==> src/sv/cfs_pkg.sv <==
// shared types and constants of the command to can frame segmenter
package cfs_pkg;

  localparam int CHUNK_BYTES = 7;
  localparam int STORE_DEPTH = 7;
  localparam int FILL_W      = 3;
  localparam int LEN_W       = 4;

  typedef enum logic [1:0] {
    PH_ADDR    = 2'd0,
    PH_FUNC    = 2'd1,
    PH_PAYLOAD = 2'd2
  } phase_t;

  typedef struct packed {
    logic [15:0]                  frame_id;
    logic [LEN_W-1:0]             frame_len;
    logic [7:0]                   byte0;
    logic [STORE_DEPTH-1:0][7:0]  data;
    logic                         frame_last;
  } frame_t;

endpackage

==> src/sv/command_to_can_frame_segmenter.sv <==
// top level of the command to can frame segmenter
// Takes a command one byte per request (address, function code, payload, is_last on
// the final byte) and gives one CAN frame (16-bit id) for every chunk of up to seven
// payload bytes: id = address * 256 + packet number, byte0 = function code, unused
// bytes zero. A command of two bytes or fewer gives no frame. One byte is taken every
// cycle while input is not stalled; a frame is registered in an output register backed
// by a skid stage, which takes it while the output register holds an untaken frame, so
// input is stalled only when both hold frames that the receiver has not taken.
module command_to_can_frame_segmenter (
  input  logic        clk,
  input  logic        rst_n,
  input  logic        in_valid,
  output logic        in_stall,
  input  logic [7:0]  in_cmd_byte,
  input  logic        in_is_last,
  output logic        out_valid,
  input  logic        out_stall,
  output logic [15:0] out_frame_id,
  output logic [3:0]  out_frame_len,
  output logic [7:0]  out_byte0,
  output logic [7:0]  out_byte1,
  output logic [7:0]  out_byte2,
  output logic [7:0]  out_byte3,
  output logic [7:0]  out_byte4,
  output logic [7:0]  out_byte5,
  output logic [7:0]  out_byte6,
  output logic [7:0]  out_byte7,
  output logic        out_frame_last
);

  logic            byte_acc;
  logic            frm_vld;
  logic            buf_full;
  cfs_pkg::frame_t frm;
  cfs_pkg::frame_t out_frm;

  assign in_stall = buf_full;
  assign byte_acc = in_valid && !buf_full;

  cfs_assembler u_asm (
    .clk      (clk),
    .rst_n    (rst_n),
    .byte_acc (byte_acc),
    .cmd_byte (in_cmd_byte),
    .is_last  (in_is_last),
    .frm_vld  (frm_vld),
    .frm      (frm)
  );

  cfs_out_buf u_obuf (
    .clk      (clk),
    .rst_n    (rst_n),
    .push     (frm_vld),
    .push_frm (frm),
    .full     (buf_full),
    .out_vld  (out_valid),
    .out_stl  (out_stall),
    .out_frm  (out_frm)
  );

  assign out_frame_id   = out_frm.frame_id;
  assign out_frame_len  = out_frm.frame_len;
  assign out_byte0      = out_frm.byte0;
  assign out_byte1      = out_frm.data[0];
  assign out_byte2      = out_frm.data[1];
  assign out_byte3      = out_frm.data[2];
  assign out_byte4      = out_frm.data[3];
  assign out_byte5      = out_frm.data[4];
  assign out_byte6      = out_frm.data[5];
  assign out_byte7      = out_frm.data[6];
  assign out_frame_last = out_frm.frame_last;

endmodule

==> src/sv/cfs_assembler.sv <==
// command parser and chunk assembler: turns accepted bytes into frame requests
module cfs_assembler (
  input  logic             clk,
  input  logic             rst_n,
  input  logic             byte_acc,
  input  logic [7:0]       cmd_byte,
  input  logic             is_last,
  output logic             frm_vld,
  output cfs_pkg::frame_t  frm
);

  cfs_pkg::phase_t phase_r, phase_nxt;
  logic [7:0] addr_r, addr_nxt;
  logic [7:0] func_r, func_nxt;
  logic [7:0] pkt_r, pkt_nxt;
  logic [cfs_pkg::FILL_W-1:0] fill_r, fill_nxt;
  logic [cfs_pkg::STORE_DEPTH-1:0][7:0] store_r, store_nxt;
  logic [cfs_pkg::LEN_W-1:0] fill_inc;
  logic [cfs_pkg::STORE_DEPTH-1:0][7:0] store_wr;
  logic emit;

  // next state
  always_comb begin
    phase_nxt = phase_r;
    if (byte_acc) begin
      case (phase_r)
        cfs_pkg::PH_FUNC:    phase_nxt = is_last ? cfs_pkg::PH_ADDR : cfs_pkg::PH_PAYLOAD;
        cfs_pkg::PH_PAYLOAD: phase_nxt = is_last ? cfs_pkg::PH_ADDR : cfs_pkg::PH_PAYLOAD;
        default:             phase_nxt = is_last ? cfs_pkg::PH_ADDR : cfs_pkg::PH_FUNC;
      endcase
    end
  end

  // chunk store with the new byte written at the fill position
  always_comb begin
    store_wr = store_r;
    if (32'(fill_r) < cfs_pkg::STORE_DEPTH) begin
      store_wr[fill_r] = cmd_byte;
    end
  end

  assign fill_inc = (32'(fill_r) < cfs_pkg::STORE_DEPTH) ?
                    cfs_pkg::LEN_W'(fill_r) + cfs_pkg::LEN_W'(1) :
                    cfs_pkg::LEN_W'(fill_r);

  // outputs and datapath
  always_comb begin
    addr_nxt  = addr_r;
    func_nxt  = func_r;
    pkt_nxt   = pkt_r;
    fill_nxt  = fill_r;
    store_nxt = store_r;
    emit      = 1'b0;
    frm.frame_id   = {addr_r, pkt_r};
    frm.frame_len  = fill_inc + cfs_pkg::LEN_W'(1);
    frm.byte0      = func_r;
    frm.data       = store_wr;
    frm.frame_last = is_last;
    if (byte_acc) begin
      case (phase_r)
        cfs_pkg::PH_FUNC: begin
          func_nxt = cmd_byte;
        end
        cfs_pkg::PH_PAYLOAD: begin
          // entries beyond the fill stay zero, so the store reads out as is
          if (32'(fill_inc) >= cfs_pkg::CHUNK_BYTES || is_last) begin
            emit      = 1'b1;
            pkt_nxt   = pkt_r + 8'd1;
            fill_nxt  = '0;
            store_nxt = '0;
          end else begin
            fill_nxt  = cfs_pkg::FILL_W'(fill_inc);
            store_nxt = store_wr;
          end
        end
        default: begin
          addr_nxt  = cmd_byte;
          func_nxt  = 8'h00;
          pkt_nxt   = 8'h00;
          fill_nxt  = '0;
          store_nxt = '0;
        end
      endcase
    end
  end

  assign frm_vld = emit;

  always_ff @(posedge clk) begin
    if (!rst_n) begin
      phase_r <= cfs_pkg::PH_ADDR;
      addr_r  <= 8'h00;
      func_r  <= 8'h00;
      pkt_r   <= 8'h00;
      fill_r  <= '0;
      store_r <= '0;
    end else begin
      phase_r <= phase_nxt;
      addr_r  <= addr_nxt;
      func_r  <= func_nxt;
      pkt_r   <= pkt_nxt;
      fill_r  <= fill_nxt;
      store_r <= store_nxt;
    end
  end

endmodule

==> src/sv/cfs_out_buf.sv <==
// two-entry output register with skid stage for frame requests
module cfs_out_buf (
  input  logic             clk,
  input  logic             rst_n,
  input  logic             push,
  input  cfs_pkg::frame_t  push_frm,
  output logic             full,
  output logic             out_vld,
  input  logic             out_stl,
  output cfs_pkg::frame_t  out_frm
);

  logic            main_v_r, main_v_nxt;
  logic            skid_v_r, skid_v_nxt;
  cfs_pkg::frame_t main_r, main_nxt;
  cfs_pkg::frame_t skid_r, skid_nxt;
  logic            pop;

  assign pop     = main_v_r && !out_stl;
  assign full    = skid_v_r;
  assign out_vld = main_v_r;
  assign out_frm = main_r;

  always_comb begin
    main_v_nxt = main_v_r;
    skid_v_nxt = skid_v_r;
    main_nxt   = main_r;
    skid_nxt   = skid_r;
    if (skid_v_r) begin
      if (pop) begin
        main_nxt   = skid_r;
        skid_v_nxt = 1'b0;
      end
    end else if (push) begin
      if (!main_v_r || pop) begin
        main_nxt   = push_frm;
        main_v_nxt = 1'b1;
      end else begin
        skid_nxt   = push_frm;
        skid_v_nxt = 1'b1;
      end
    end else if (pop) begin
      main_v_nxt = 1'b0;
    end
  end

  always_ff @(posedge clk) begin
    if (!rst_n) begin
      main_v_r <= 1'b0;
      skid_v_r <= 1'b0;
    end else begin
      main_v_r <= main_v_nxt;
      skid_v_r <= skid_v_nxt;
    end
  end

  always_ff @(posedge clk) begin
    main_r <= main_nxt;
    skid_r <= skid_nxt;
  end

endmodule
==> config.mk <==
export PLATFORM = sky130hd
export DESIGN_NAME = command_to_can_frame_segmenter
export DESIGN_NICKNAME = d
export VERILOG_FILES = /design/src/sv/cfs_pkg.sv /design/src/sv/command_to_can_frame_segmenter.sv /design/src/sv/cfs_assembler.sv /design/src/sv/cfs_out_buf.sv
export SDC_FILE = /design/constraint.sdc
export NUM_CORES = 1
export LEC_CHECK = 0
export BUFFER_PORTS_ARGS = -buffer_cell sky130_fd_sc_hd__buf_2
export CAP_MARGIN = 20
export CORE_MARGIN = 5
export CORE_UTILIZATION = 50
export CTS_CLUSTER_SIZE = 28
export DETAILED_ROUTE_END_ITERATION = 12
export PLACE_DENSITY = 0.74
export SYNTH_ARGS = -nofsm -noshare
export SYNTH_HDL_FRONTEND = slang
export SYNTH_SLANG_ARGS = --single-unit
==> constraint.sdc <==
create_clock -name clk -period 14.2 [get_ports clk]
set_input_delay 1.42 -clock clk [delete_from_list [all_inputs] [get_ports clk]]
set_output_delay 1.42 -clock clk [all_outputs]
set_load 0.03 [all_outputs]
# After elaboration in Yosys (flattened, before gate mapping)
# Index checks and enable logic that the tools add are counted.
[word_totals] regBits=257 input_bits=13 out_inout_bits=87 elab_cells=101
[classes] addsub=3 n_lt_le_gt_ge=4 n_eq_ne=5 n_mux=29 bitwise_logic=5 reduce_logical=19
[op_table] operator="two-way mux 85 bit" n=4
[op_table] operator="two-way mux 56 bit" n=2
[op_table] operator="one-hot mux 56 bit (2 select lines)" n=1
[op_table] operator="bitwise mux 56 bit" n=1
[op_table] operator="one-hot mux 8 bit (2 select lines)" n=2
[op_table] operator="demux 8 bit (select 3 bit)" n=1
[op_table] operator="two-way mux 8 bit" n=2
[op_table] operator="AND reduction 3 bit" n=4
[op_table] operator="two-way mux 1 bit" n=11
[op_table] operator="adder 8 x 1 -> 8 bit (second input constant)" n=1
[op_table] operator="one-hot mux 3 bit (2 select lines)" n=1
[op_table] operator="AND reduction 2 bit" n=3
[op_table] operator="nonzero test 2 bit" n=3
[op_table] operator="inverter 1 bit" n=5
[op_table] operator="adder 3 x 1 -> 4 bit (second input constant)" n=1
[op_table] operator="adder 4 x 1 -> 4 bit (second input constant)" n=1
[op_table] operator="greater-or-equal comparator 4 x 3 -> 1 bit (second input constant)" n=1
[op_table] operator="less-than comparator 3 x 4 -> 1 bit (second input constant)" n=1
[op_table] operator="two-way mux 2 bit" n=2
[op_table] operator="two-way mux 4 bit" n=1
[op_table] operator="inequality test 2 x 1 -> 1 bit (second input constant)" n=2
[op_table] operator="greater-or-equal comparator 3 x 1 -> 1 bit (second input constant)" n=1
[op_table] operator="logical AND 1 bit" n=3
[op_table] operator="zero test 1 bit" n=3
[op_table] operator="7 further kinds" n=8

# Logic depth before layout (Yosys ltp)
# Gate-level depths: netlist of the first run.
[depth] depth_word=9 depth_mapped=11 ltp_nobuf=8

# Modules after synthesis
# From an unflattened synthesis of the first run, not the netlist that was laid out.
[hier_totals] cells_unflattened=822 hier_area_um2=10613.9
[modules_own_cells] module="cfs_out_buf" n_inst=1 cells_each=278 area_each_um2=6252.2 seq_area_each_um2=5144.9
[modules_own_cells] module="cfs_assembler" n_inst=1 cells_each=543 area_each_um2=4347.9 seq_area_each_um2=1701.6
[modules_own_cells] module="command_to_can_frame_segmenter" n_inst=1 cells_each=1 area_each_um2=13.8 seq_area_each_um2=0.0

# Least setup slack after synthesis of the first run
# No wires, ideal clock.
[synth_path] path_type="input to register" start="input in_is_last" end="register u_obuf.main_r, in the netlist u_obuf.out_frm[0] (enable)" setup_time_ns=0.658 t_arrival_ns=7.953 t_required_ns=13.542 setup_slack_ns=5.589 stages=4 path_buffers=1 cell_sequence="or2_1 buf_2 nand4b_1 a21boi_0"
[synth_via] elab_chain_cells=6
[synth_rtl] element="start: declaration" line="command_to_can_frame_segmenter.sv:15" text="input logic in_is_last,"
[synth_rtl] element="logical OR 1 bit" line="cfs_assembler.sv:66" text="if (32'(fill_inc) >= cfs_pkg::CHUNK_BYTES || is_last) begin"
[synth_rtl] element="two-way mux 1 bit" line="cfs_assembler.sv:66"
[synth_rtl] element="two-way mux 1 bit" line="cfs_assembler.sv:60" text="case (phase_r)"
[synth_rtl] element="two-way mux 1 bit" line="cfs_assembler.sv:59" text="if (byte_acc) begin"
[synth_rtl] element="nonzero test 2 bit (no source line)"
[synth_rtl] element="AND reduction 3 bit (no source line)"
[synth_rtl] element="end signal: assignment" line="cfs_out_buf.sv:58" text="main_r <= main_nxt;"
[synth_rtl] element="end: declaration" line="cfs_out_buf.sv:15" text="cfs_pkg::frame_t main_r, main_nxt;"
# No other way between the ends.
# A chain may end at the register's enable or synchronous reset.

# Worst setup path in the final report of the first run
[layout_path] start="register u_asm.fill_r[0] (netlist name)" end="register u_asm.store_r[50] (netlist name)"
[layout_via] elab_chain_cells=8 word_cells_on_any_way=14 classes_between="1 x add/sub; 4 x order compare; 7 x mux; 2 x reduce/logical"
[layout_rtl] element="start: declaration" line="cfs_assembler.sv:16" text="logic [cfs_pkg::FILL_W-1:0] fill_r, fill_nxt;"
[layout_rtl] element="start signal: assignment" line="cfs_assembler.sv:102" text="fill_r <= fill_nxt;"
[layout_rtl] element="less-than comparator 3 x 4 -> 1 bit (implied by the code) or greater-or-equal comparator 3 x 1 -> 1 bit (tied branches)" line="cfs_assembler.sv:38" text="store_wr[fill_r] = cmd_byte;"
[layout_rtl] element="logical AND 1 bit (implied by the code)" line="cfs_assembler.sv:38"
[layout_rtl] element="two-way mux 8 bit (implied by the code)" line="cfs_assembler.sv:38"
[layout_rtl] element="demux 8 bit (select 3 bit)"
[layout_rtl] element="bitwise mux 56 bit" line="cfs_assembler.sv:38"
[layout_rtl] element="two-way mux 56 bit" line="cfs_assembler.sv:37" text="if (32'(fill_r) < cfs_pkg::STORE_DEPTH) begin"
[layout_rtl] element="two-way mux 56 bit *" line="cfs_assembler.sv:66"
[layout_rtl] element="one-hot mux 56 bit (2 select lines) *" line="cfs_assembler.sv:60"
[layout_rtl] element="end signal: assignment" line="cfs_assembler.sv:103" text="store_r <= store_nxt;"
[layout_rtl] element="end: declaration" line="cfs_assembler.sv:17" text="logic [cfs_pkg::STORE_DEPTH-1:0][7:0] store_r, store_nxt;"
# Mark *: on every way between the ends. The rest lies on a longest branch, timed or not.

==> results of run 1 <==
[routing by layer]
metal	wire [um]	vias up	part of all wire [%]
li1	-	2871	-
met1	9690	2986	46
met2	9510	150	46
met3	1100	41	5.3
met4	575	0	2.8
met5	0	-	0
[worst max path at each step]
stage | slack, ps | cells after the start | to
after CTS | 10340 | 8 | u_obuf.out_frm[58]$_DFFE_PP_
after detailed placement | 10090 | 5 | u_obuf.out_frm[59]$_DFFE_PP_
after global routing | 10760 | 8 | u_asm.store_r[50]$_SDFFE_PN0P_
after floorplan | 5590 | 4 | u_obuf.out_frm[0]$_DFFE_PP_
final | 10950 | 8 | u_asm.store_r[50]$_SDFFE_PN0P_
after global placement | 10180 | 5 | u_obuf.out_frm[50]$_DFFE_PP_
[registers in the layout, indices dropped and copies added, names as in the netlist]
signal and count:
u_obuf.out_vld 1, u_asm.addr_r 8, u_asm.func_r 8, u_asm.fill_r 3, u_asm.pkt_r 8, u_obuf.out_frm 85, u_obuf.skid_r 85, u_asm.store_r 56
u_obuf.full 1, u_asm.phase_r 2
[placed cells by master, fill, tap and decap left out, drive strengths merged, types with 2 or more instances in the layout]
master and n:
a21o 3, a21oi 18, a22oi 56, a31oi 2, and2 14, buf 108, clkbuf 28, clkinv 14
clkinvlp 2, dfxtp 87, edfxtp 170, ha 6, inv 5, mux2 140, mux2i 8, nand2 24
nand2b 2, nand3 15, nand3b 4, nand4 4, nand4b 2, nor2 74, nor2b 2, nor3 6
nor3b 6, o21ai 9, or2 2, or3 2, or3b 2, xor2 2
[power by group]
group / leakage, nW / internal, mW / switching (mW) / total (mW)
logic: 1.73 / 0.0109 / 0.0277 / 0.0386
registers: 2.30 / 0.793 / 0.00207 / 0.795
clock network: 0.370 / 0.345 / 0.267 / 0.612
total: 4.40 / 1.15 / 0.297 / 1.45
[area by class of cell]
class / count / area share (%)
Sequential cell: 257 / 57.9
Clock buffer: 28 / 5.46
Timing Repair Buffer: 108 / 4.86
Tap cell: 270 / 2.85
Clock inverter: 18 / 0.951
Inverter: 4 / 0.127
Multi-Input combinational cell: 412 / 27.9
[stage by stage]
step	hold WS, ps	util, %
2_1_floorplan	426	-
3_3_place_gp	441	54.3
3_5_place_dp	446	54.3
4_1_cts	463	58.0
5_1_grt	479	58.1
6_report	454	58.1
[kinds of logic after synthesis]
family          share of synthesized area (%)
mux                                      16.5
flops                                    65.6
compound gates                           6.28
xor+xnor                                0.252
simple gates                             7.78
buf+inv                                  2.90
fa+ha+maj                               0.719
[worst max-delay path: stages (launching register included)]
cell and delay, ps:
dfxtp_1 610, ha_1 340, a31o_2 230, ha_1 180, ha_1 220, nor3b_2 720, and2_1 580, a22oi_1 170
nor2_1 130
==> reports/summary.txt, run 1 <==
Post-synth EDFFs - 170
Worst Reg-to-Reg Cells - 8
Unrepaired setup endpoints after global routing - false
Endpoints failing hold - 0
Hold-fix buffers, CTS - 0
Antenna Nets Post-Route - 0
WL final - 20,900 um
Overall power - 1.45 mW
Drt pass-1 iters - 5
Initial antenna violation count - 0
Reg-to-reg slack, setup - 10,950 ps
Hold Path Depth - 0
Synth top cells by count - 170 x edfxtp_1, 124 x mux2_2, 87 x dfxtp_1, 71 x nor2_1, 56 x a22oi_1
Cells after Synth - 730
Final setup TNS - 0 ps
Slew @ Worst Pin - 872 ps
GRT Util Overall - 17.1%
Share of the synthesized area in the top cell type - 48.9%
Rows - 52
CP max FO - 15
CTS buffer count - 25
Dpl cells - 1,050
Fin crit period - 3250 ps
CP Class - reg -> reg
Most instantiated library cell after synthesis - edfxtp_1
CP Launch Type - flip-flop
Synth async-reset ratio - 0%
Worst-case clock buffer depth - 3
Aggregate global routing overflow - 0
Outcome - finished clean
Fmax - 0.308 GHz
GR peak layer - met2
DIE WIDTH - 154 um
Dpl cell area - 0.0111 mm^2
Hold path startpoint - u_asm.addr_r[0]$_SDFFE_PN0P_
Post-synthesis cell type count - 52
Max cap viols - 0
Vias in the first global route - 5,786
Final slew viol count - 0
Register bit total from synthesis - 257
Vias - 6,048
GRT met3 Usage - 3.13%
Multi-input gate area - 0.00330 mm^2
CTS tree - done
Synth-to-layout area growth - 13.5%
Post-route non-filler standard cell count - 1,097
Clock transition at the registers of the reported paths - 60 ps
Layout cells sized above 1 - 36.4%
Post-route setup slack - 10,950 ps
Post_cts resized - 0
Ys flop type - edfxtp_1
Critical Path Source - u_asm.fill_r[0]$_SDFFE_PN0P_
Root buffer cell - clkbuf_16
Worst slew margin - 41.6%
Vias per cell - 5.51
M2 GR Usage - 27.0%
Die Ht - 154 um
Core footprint - 0.0204 mm^2
Layout filler cell count - 1,611
Ant. Diodes - 0
I/O pin total - 100
Register area share after synthesis - 65.6%
Hpwl dp - 12,900 um
Design Area, Final - 0.0118 mm^2
WL/cell - 19.0 um
R2r startpoint - u_asm.fill_r[0]$_SDFFE_PN0P_
Pre-CTS setup slack - 10,090 ps
Critical Path AT - 3700 ps
WP data required - 14,650 ps
Synth Warn # - 0
Residual DRC count - 0
Met1 usage - 24.1%
Clk sinks - 257
Number of I/O port buffers - 99
Nets@finish - 827
Avg Inst Size Synth - 14.3 um^2
Syn nets - 749
Fin crit share - 22.9%
Worst-Skew Late Latency - 520 ps
Area contributors post-synth - edfxtp_1 49%, dfxtp_1 17%, mux2_2 13%, a22oi_1 4.0%, nor2_1 2.6%
Reg area - 0.00685 mm^2
VDD IR max - 0.0853 mV
First-pass GRT wire length - 32,900 um
1st-iter DRT viols - 389
Area leader, netlist - edfxtp_1
Hold EP - u_obuf.skid_r[77]$_DFFE_PP_
Layout Skew - 10.0 ps
HP Class - reg -> reg
Placer Congestion - 0.835
Reg-to-Reg End - u_asm.store_r[50]$_SDFFE_PN0P_
Endpoint class of the critical path - flip-flop
Initial Util - 51.2%
Power density over the cells - 122 mW/mm^2
H-tree depth - 1
Final setup vio count - 0
Postcts setup bufs - 0
Cell Area, Synth - 0.0104 mm^2
Largest net degree at the start of global routing - 70
Leak - 4.40 nW
Die area - 0.0239 mm^2
Power figures use the tool's default switching activity.
==> run 2, diff against run 1 <==
==> constraint.sdc (replaced) <==
create_clock -name clk -period 3.3 [get_ports clk]
set_input_delay 0.33 -clock clk [delete_from_list [all_inputs] [get_ports clk]]
set_output_delay 0.33 -clock clk [all_outputs]
set_load 0.03 [all_outputs]
==> run 2 against run 1 <==
Effect of this change: register-to-register slack got worse by 10000 ps; worst setup slack lost 10000 ps; largest cell class unchanged; total power rose to 4.5 times the previous value; fmax is 23% higher; via count decreased by 0.69%; die area unchanged.
==> reports/summary.txt, run 2 (synthesis results as in run 1) <==
Outcome - finished clean
Power density over the cells - 538 mW/mm^2 (+340%)
HP Class - in -> reg
Aggregate global routing overflow - 0 (unchanged)
Leak - 4.47 nW (+1.6%)
Fmax - 0.378 GHz (+23%)
H-tree depth - 1 (unchanged)
Hold-fix buffers, CTS - 0 (unchanged)
Post-route setup slack - 652 ps (-10,300 ps)
Drt pass-1 iters - 5 (unchanged)
Reg area - 0.00686 mm^2 (about the same)
CTS tree - done
Endpoint class of the critical path - flip-flop
Antenna Nets Post-Route - 0 (unchanged)
Dpl cell area - 0.0112 mm^2 (+1.1%)
CP Launch Type - flip-flop
Final setup TNS - 0 ps (unchanged)
Clock transition at the registers of the reported paths - 60 ps (about the same)
Overall power - 6.47 mW (+350%)
Pint - 5.18 mW (+350%)
Fin crit period - 2650 ps (-600 ps)
I/O pin total - 100 (unchanged)
Worst slew margin - 39.9% (-1.7 points)
CP Class - reg -> reg
Switching part of the total - 19.9% (-0.59 points)
Residual DRC count - 0 (unchanged)
Critical Path AT - 2800 ps (-900 ps)
WL final - 20,900 um (+0.11%)
Nets@finish - 829 (+0.24%)
WL/cell - 19.0 um (about the same)
Initial Util - 51.2% (unchanged)
Hold Slack - 113 ps (-341 ps)
Clk network pwr share - 44.5% (+2.2 points)
Root buffer cell - clkbuf_16
Final slew viol count - 0 (unchanged)
1st-iter DRT viols - 510 (+31%)
Max cap viols - 0 (unchanged)
WP data required - 3450 ps (-11,200 ps)
CTS buffer count - 25 (unchanged)
Endpoints failing hold - 0 (unchanged)
Fin crit share - 80.2% (+57 points)
Vias per cell - 5.46 (-0.88%)
Worst-case clock buffer depth - 3 (unchanged)
CP max FO - 85 (+70)
GRT Util Overall - 17.4% (+0.33 points)
Die Ht - 154 um (unchanged)
Layout cells sized above 1 - 37.9% (+1.5 points)
First-pass GRT wire length - 33,800 um (+2.6%)
Largest net degree at the start of global routing - 86 (+23%)
Most common cell after layout, fill and taps aside - edfxtp_1
Hpwl dp - 13,000 um (+0.72%)
Worst-Skew Late Latency - 510 ps (about the same)
Vias - 6,006 (-0.69%)
Postcts setup bufs - 0 (unchanged)
Clk sinks - 257 (unchanged)
DIE WIDTH - 154 um (unchanged)
Sw power - 1.29 mW (+330%)
Multi-input gate area - 0.00336 mm^2 (+1.9%)
Placer Congestion - 0.815 (-2.4%)
Core footprint - 0.0204 mm^2 (unchanged)
Post_cts resized - 0 (unchanged)
Most frequent cells in the layout - 170 x edfxtp_1, 124 x mux2_2, 99 x buf_2
Layout Skew - 9.24 ps (-0.762 ps)
Ant. Diodes - 0 (unchanged)
Unrepaired setup endpoints after global routing - false
Comb power frac - 2.6% (about the same)
Initial antenna violation count - 0 (unchanged)
Pre-CTS setup slack - 703 ps (-9390 ps)
Die area - 0.0239 mm^2 (unchanged)
Seq pwr share - 52.9% (-2.1 points)
Synth-to-layout area growth - 15.2%
Slew @ Worst Pin - 902 ps (+29.8 ps)
Final setup vio count - 0 (unchanged)
Rows - 52 (unchanged)
VDD IR max - 0.341 mV (+300%)
Vias in the first global route - 6,021 (+4.1%)
Number of I/O port buffers - 99 (unchanged)
Layout filler cell count - 1,589 (-1.4%)
Design Area, Final - 0.0120 mm^2 (+1.5%)
==> run 2: cell types whose count changed in the layout (fill, tap and decap cells not counted), moves of 2 or more <==
| cell | previous run | this run |
|---|---|---|
| dfxtp_2 | 0 | 2 |
| clkinv_1 | 9 | 4 |
| ha_4 | 0 | 3 |
| dfxtp_1 | 86 | 83 |
| clkinv_2 | 5 | 3 |
| clkbuf_8 | 1 | 4 |
| nand2_1 | 24 | 22 |
| bufinv_16 | 1 | 3 |
| ha_1 | 6 | 3 |
| clkbuf_1 | 2 | 4 |
==> run 2: area by class of cell <==
class	instances	area share (%)
clock buffers	33	5.79
clock inverters	13	1.20
inverters	4	0.125
multi-input cells	412	28.0
flip-flops and latches	257	57.1
well taps	270	2.81
repair buffers	110	5.02
==> run 2: final timing paths <==
kind,from,endpoint,slack [ps],cells after the start
worst max-delay path,u_asm.fill_r[1]$_SDFFE_PN0P_,u_obuf.out_frm[36]$_DFFE_PP_,650,8
worst min-delay path,in_is_last,u_obuf.skid_r[0]$_DFFE_PP_,110,1
worst max register to register,u_asm.fill_r[1]$_SDFFE_PN0P_,u_obuf.out_frm[36]$_DFFE_PP_,650,8
worst min register to register,u_asm.addr_r[4]$_SDFFE_PN0P_,u_obuf.skid_r[81]$_DFFE_PP_,460,0
==> run 2: metrics by stage <==
step / cells / util (%)
3_5_place_dp: 1053 / 54.9
2_1_floorplan: 730 / -
4_1_cts: 1099 / 59.0
3_3_place_gp: 1053 / 54.9
6_report: 1099 / 59.0
5_1_grt: 1099 / 59.0
==> run 2: routing by layer <==
| layer | GRT usage, % | wire [um] |
|---|---|---|
| met2 | 27.8 | 9860 |
| met3 | 2.79 | 1140 |
| met5 | 0 | 0 |
| met4 | 5.85 | 548 |
| met1 | 24.5 | 9340 |
==> run 2: power groups by stage <==
stage                     Sequential (mW)  Combinational [mW]  Clock [mW]
final                                3.42               0.170        2.88
after global routing                 3.42               0.183        3.08
after CTS                            3.42               0.170        2.93
after detailed placement             3.49               0.169           0
after global placement               3.49               0.167           0
after floorplan                      3.50               0.111           0
==> run 2: worst max-delay path, cell delays in order, from the launching register on <==
cell	delay, ps
dfxtp_2	400
ha_4	300
a31o_4	110
ha_4	140
ha_4	130
or2_1	270
nand4b_1	230
a21boi_4	240
buf_12	340
